<file path="src/hdl/dwe_pkg.sv">
// dwe_pkg: shared constants and types for the dictionary word expander
// no dependencies
`timescale 1ns / 1ps
package dwe_pkg;
    localparam int DICT_WORDS   = 131072;
    localparam int DICT_BYTES   = 1048576;
    localparam int MAX_WORD_LEN = 62;
    localparam int WA_W = $clog2(DICT_BYTES);       // dictionary byte address
    localparam int WI_W = $clog2(DICT_WORDS + 1);   // word index / count
    localparam int LP_W = WA_W + 1;                 // load position
    localparam int LEN_W = 6;

    typedef enum logic [1:0] {
        MODE_LOAD = 2'd0, MODE_STREAM = 2'd1, MODE_END = 2'd2, MODE_NONE = 2'd3
    } t_mode;
    typedef enum logic [1:0] {
        KIND_BYTE = 2'd0, KIND_OK = 2'd1, KIND_ERR = 2'd2, KIND_NONE = 2'd3
    } t_kind;
    typedef enum logic [1:0] {
        PH_NORMAL = 2'd0, PH_ESCAPE = 2'd1, PH_INDEX = 2'd2, PH_WORDESC = 2'd3
    } t_phase;
    localparam logic [1:0] CASE_PLAIN = 2'd0;
    localparam logic [1:0] CASE_FIRST = 2'd1;
    localparam logic [1:0] CASE_ALL   = 2'd2;
    localparam logic [7:0] CH_NL = 8'h0a;

    function automatic logic is_upper(input logic [7:0] c);
        return c >= 8'h41 && c <= 8'h5a;
    endfunction
    function automatic logic is_lower(input logic [7:0] c);
        return c >= 8'h61 && c <= 8'h7a;
    endfunction
    function automatic logic is_send(input logic [7:0] c);
        return c == 8'h2e || c == 8'h3f || c == 8'h21;
    endfunction
endpackage

</file>
<file path="src/hdl/dwe_outq.sv">
// dwe_outq: result output register with a one-entry skid stage
// depends on dwe_pkg
`timescale 1ns / 1ps
module dwe_outq (
    input  logic                i_clk,
    input  logic                i_rst_n,
    input  logic                i_valid,
    input  dwe_pkg::t_kind      i_kind,
    input  logic [7:0]          i_byte,
    input  logic [31:0]         i_count,
    input  logic                i_last,
    output logic                o_space,
    output logic                o_valid,
    input  logic                i_ready,
    output dwe_pkg::t_kind      o_kind,
    output logic [7:0]          o_byte,
    output logic [31:0]         o_count,
    output logic                o_last
);
    import dwe_pkg::*;
    logic        r_v0, r_v1;
    t_kind       r_k0, r_k1;
    logic [7:0]  r_b0, r_b1;
    logic [31:0] r_c0, r_c1;
    logic        r_l0, r_l1;
    logic        w_pop;

    assign w_pop   = r_v0 && i_ready;
    assign o_space = !r_v1;
    assign o_valid = r_v0;
    assign o_kind  = r_k0;
    assign o_byte  = r_b0;
    assign o_count = r_c0;
    assign o_last  = r_l0;

    always_ff @(posedge i_clk) begin
        if (!i_rst_n) begin
            r_v0 <= 1'b0;
            r_v1 <= 1'b0;
        end else begin
            if (!r_v0 || w_pop) begin
                if (r_v1) begin
                    r_v0 <= 1'b1;
                    r_v1 <= i_valid;
                end else begin
                    r_v0 <= i_valid;
                end
            end else if (i_valid) begin
                r_v1 <= 1'b1;
            end
        end
    end

    always_ff @(posedge i_clk) begin
        if (!r_v0 || w_pop) begin
            if (r_v1) begin
                r_k0 <= r_k1; r_b0 <= r_b1; r_c0 <= r_c1; r_l0 <= r_l1;
                r_k1 <= i_kind; r_b1 <= i_byte; r_c1 <= i_count; r_l1 <= i_last;
            end else begin
                r_k0 <= i_kind; r_b0 <= i_byte; r_c0 <= i_count; r_l0 <= i_last;
            end
        end else if (i_valid) begin
            r_k1 <= i_kind; r_b1 <= i_byte; r_c1 <= i_count; r_l1 <= i_last;
        end
    end
endmodule

</file>
<file path="config.mk">
export PLATFORM = sky130hd
export DESIGN_NAME = dwe_outq
export DESIGN_NICKNAME = d
export VERILOG_FILES = /design/src/hdl/dwe_pkg.sv /design/src/hdl/dwe_outq.sv
export SDC_FILE = /design/constraint.sdc
export NUM_CORES = 1
export LEC_CHECK = 0
export CAP_MARGIN = 20
export CORE_MARGIN = 8
export CORE_UTILIZATION = 55
export DETAILED_ROUTE_END_ITERATION = 10
export DONT_BUFFER_PORTS = 1
export GPL_TIMING_DRIVEN = 1
export PLACE_DENSITY = 0.7
export SYNTH_ARGS = -nofsm -noshare
export SYNTH_HDL_FRONTEND = slang
export SYNTH_SLANG_ARGS = --single-unit
export TNS_END_PERCENT = 10
</file>
<file path="constraint.sdc">
create_clock -name i_clk -period 5 [get_ports i_clk]
set_input_delay 1.5 -clock i_clk [delete_from_list [all_inputs] [get_ports i_clk]]
set_output_delay 1.5 -clock i_clk [all_outputs]
set_load 0.02 [all_outputs]
</file>
# After elaboration in Yosys (flattened, before gate mapping)
# Cells that the tools add are included.
# totals
wordCells	37
input_bits	47
register_bits	88
# classes
muxes	20
n_eq_ne	1
n_reduce_logical	6
# ops
op	n
$mux W32	4
$mux W8	4
$mux W1	8
$mux W2	4
$logic_not A1 Y1	2
$ne A2 B2 Y1 const B	1
$reduce_and A2 Y1	1
$reduce_bool A2 Y1	1
$logic_and A1 B1 Y1	1
$logic_or A1 B1 Y1	1

# Logic depth before layout (Yosys ltp)
# logic_depth
ltp_word	4
ltp_mapped	4

# Least setup slack after synthesis
# Ideal clock, no wire load.
# synth_path
kind	input -> register
startpoint	input port i_ready
endpoint	register r_b1[0] (enable)
cell_stages	2
arrival_time_ps	3513
required_ps	4551
path_buffers	0
slack_ps	1038
path_cell_list	nor2b_1 -> o21ai_1
# synth_via
elab_chain_len	4
# synth_lines
element	line_no	text
start: declaration	dwe_outq.sv:14	input logic i_ready,
$logic_and A1 B1 Y1 *	dwe_outq.sv:28	assign w_pop = r_v0 && i_ready;
$logic_or A1 B1 Y1 *	dwe_outq.sv:55	if (!r_v0 || w_pop) begin
$ne A2 B2 Y1 (no line) / $reduce_bool A2 Y1 (equally long branches)	n/a	
$reduce_and A2 Y1 (no line) *	n/a	
end signal: assignment	dwe_outq.sv:58	r_k1 <= i_kind; r_b1 <= i_byte; r_c1 <= i_count; r_l1 <= i_last;
end signal: assignment	dwe_outq.sv:63	r_k1 <= i_kind; r_b1 <= i_byte; r_c1 <= i_count; r_l1 <= i_last;
end: declaration	dwe_outq.sv:23	logic [7:0] r_b0, r_b1;
# Every way passes the cells marked *; elsewhere a longest branch is shown, timed or not.
# A chain may end at the register's enable or synchronous reset.

# Worst setup path in the final report
# layout_path
startpoint	input port i_ready
endpoint	register r_b1[3] (enable)
# The elaborated chain is that of the path after synthesis.

==> metrics.cfg <==
[run]
max-cap-violations=0

[global_routing]
grt_max_degree=47
globalRouteOverflowTotal=0
antenna_found_initial=0
grt_pass1_wl_um=8410
first_global_vias=1455
grt_use_total_pct=13.0

[drt]
route.antenna.remaining_nets=0
drtIter0Drc=70
wirelength_um=5540
avgRoutedWirePerCell_um=23.8
detail_route.vias_per_cell=5.66
vias=1318
drc_errors=0
firstDrtPassIters=4

[placed_design]
dpl-instance-area_sq_mm=0.00337
place_worst_setup_slack_ps=1890
portBuffers=0
detailed_place_hpwl_um=3910
gp_congestion=0.652

[power]
power_frac_clock_pct=28.8
power.share.combinational_pct=4.2
static-leakage-power_nw=1.21
p_sw_mw=0.301
power_density_cells_mw_per_mm2=389
pwr-share-seq_pct=67.0
totalPowerFinal_mw=1.37
worst_ir_drop_vdd_mv=0.209
power_switching_share_pct=21.9
cellInternalPower_mw=1.07

[floorplanning]
die_ar_sq_mm=0.00874
floorplan.die.height_um=93.5
floorplan.die.width_um=93.5
core.rowCount=28
initial_utilization_pct=56.4
top_level_pins=92
fp.coreArea_sq_mm=0.00585

[synth]
syn_area_sq_mm=0.00330
synthCells=145
avgSynthCellArea_sq_um=22.8
synth_cell_types=12
synthesis.yosys.warnings=0
number_of_synthesized_register_bits=88
synth.yosys.seq_area_share_pct=79.4
postSynthNetCount=192

[setup_path]
cpMaxStageDelayCell=sky130_fd_sc_hd__buf_4
critical_path_arrival_ps=2750
worstSetupStartpoint=i_ready
worst-path-buf-inv=1
timing.critical_path.depth=4
crit_path_cell_trace=nor2b_1 -> nand2_1 -> o21ai_4 -> buf_4
setup.worst_path.end_class=flop
crit_required_ps=5000
critical-path-max-stage-delay_ps=430
crit_type=primary input to flop
crit-reg2reg-launch=o_valid
worst_path_top_cell_family_by_delay=simple AND/OR/NAND/NOR gates
r2r_cells=4
start_kind=primary input
worst-path-max-fanout=25

[clock_network]
max_root_sink_buffers=2
cts.reportedPaths.clkPinSlew_ps=70
tritoncts=yes
ctsRootBufferMaster=sky130_fd_sc_hd__clkbuf_8
cts_setup_buffers=0
clock_insertion_delay_worst_skew_ps=330
clock_sinks=88
cts.hold.buffers_added=0
cts-htree-levels=3
post_cts_resize_count=0
cts_buffers=9

[run_status]
run_status=complete, no violations

[layout]
post-route-cell-area_sq_mm=0.00353
layout-drive-gt1-share_pct=38.6
fin_util_pct=60.3
diodes=0
nNetsFinal=200
layout_overhead_on_the_synthesized_area_pct=6.86

[timing]
max_slew.worst_pin.slew_ps=912
drv_slew=0
fin_ws_ps=2250
timing.final.setup_violations=0
max_clk_rate_mhz=364
fin_tns_setup_ps=0
post-route-period-util_pct=55.0
final_period_minus_worst_setup_slack_ps=2750
fin_worst_skew_ps=4.17
unrepaired_setup_endpoints_after_global_routing=no
timing_hold_violations_final=0
max_slew_margin_pct=39.1

[worst_hold_path]
hp-class=flop to flop
hold-path-cell-count=1
hold_sp=r_b1[6]

[cells in the mapped netlist]
cell type                  count  area [sq um]
sky130_fd_sc_hd__a21boi_1      1          7.51
sky130_fd_sc_hd__buf_2         1          5.00
sky130_fd_sc_hd__buf_6         4          45.0
sky130_fd_sc_hd__dfxtp_1       2          40.0
sky130_fd_sc_hd__edfxtp_1     86          2580
sky130_fd_sc_hd__inv_1         2          7.51
sky130_fd_sc_hd__mux2_2       17           191
sky130_fd_sc_hd__mux2_4       26           390
sky130_fd_sc_hd__nand2_1       2          7.51
sky130_fd_sc_hd__nor2b_1       1          6.26
sky130_fd_sc_hd__o21ai_1       2          10.0
sky130_fd_sc_hd__o31a_1        1          8.76
[metrics by stage]
step           hold WS, ps  instances
2_1_floorplan          523        145
3_3_place_gp           531        217
3_5_place_dp           534        217
4_1_cts                552        233
5_1_grt                564        233
6_report               549        233
[placed cells by master (no fill, tap or decap), types with 2 or more instances in the layout]
cell type / instances
sky130_fd_sc_hd__buf_4: 2
sky130_fd_sc_hd__clkbuf_8: 9
sky130_fd_sc_hd__mux2_2: 17
sky130_fd_sc_hd__mux2_4: 26
sky130_fd_sc_hd__nand2_1: 2
sky130_fd_sc_hd__clkbuf_1: 2
sky130_fd_sc_hd__edfxtp_1: 86
sky130_fd_sc_hd__clkinv_2: 4
[state kept, by name (all words and copies together), names as in the netlist]
signal / cells
o_count: 32
r_c1: 32
o_byte: 8
r_b1: 8
o_kind: 2
r_k1: 2
o_last: 1
o_valid: 1
r_l1: 1
r_v1: 1
[power by group through the flow]
stage | combinational, mW | clock [mW] | sequential, mW
2_1_floorplan | 0.0491 | 0 | 0.929
4_1_cts | 0.0584 | 0.410 | 0.921
3_3_place_gp | 0.0549 | 0 | 0.936
5_1_grt | 0.0622 | 0.430 | 0.924
3_5_place_dp | 0.0586 | 0 | 0.938
6_report | 0.0571 | 0.395 | 0.919
[logic make-up after synthesis]
| family | count (synthesis) | share of synthesized area (%) |
|---|---|---|
| AOI/OAI and AO/OA | 4 | 0.796 |
| buffers and inverters | 7 | 1.74 |
| muxes | 43 | 17.6 |
| DFF | 88 | 79.4 |
| and+or+nand+nor | 3 | 0.417 |
[layer usage]
| layer | track usage [%] | vias to the layer above | wire length (um) |
|---|---|---|---|
| met4 | 6.44 | 0 | 65 |
| met5 | 0 | - | 0 |
| met2 | 20.9 | 62 | 2800 |
| met1 | 13.8 | 664 | 2060 |
| met3 | 6.81 | 6 | 615 |
| li1 | - | 586 | - |
[final timing paths]
kind                     to  slack (ps)
hold reg to reg   o_byte[6]         550
setup / recovery    r_b1[3]        2250
hold / removal    o_byte[6]         550
setup reg to reg    r_b1[3]        2890
[layout make-up]
type                            count  area, sq um
Clock buffer                       11          131
Clock inverter                      5         23.8
Fill cell                         443         2320
Inverter                            2         7.51
Multi-Input combinational cell     50          633
Sequential cell                    88         2620
Tap cell                           75         93.8
Timing Repair Buffer                2         15.0
No activity file was read; power rests on OpenSTA's default activity.
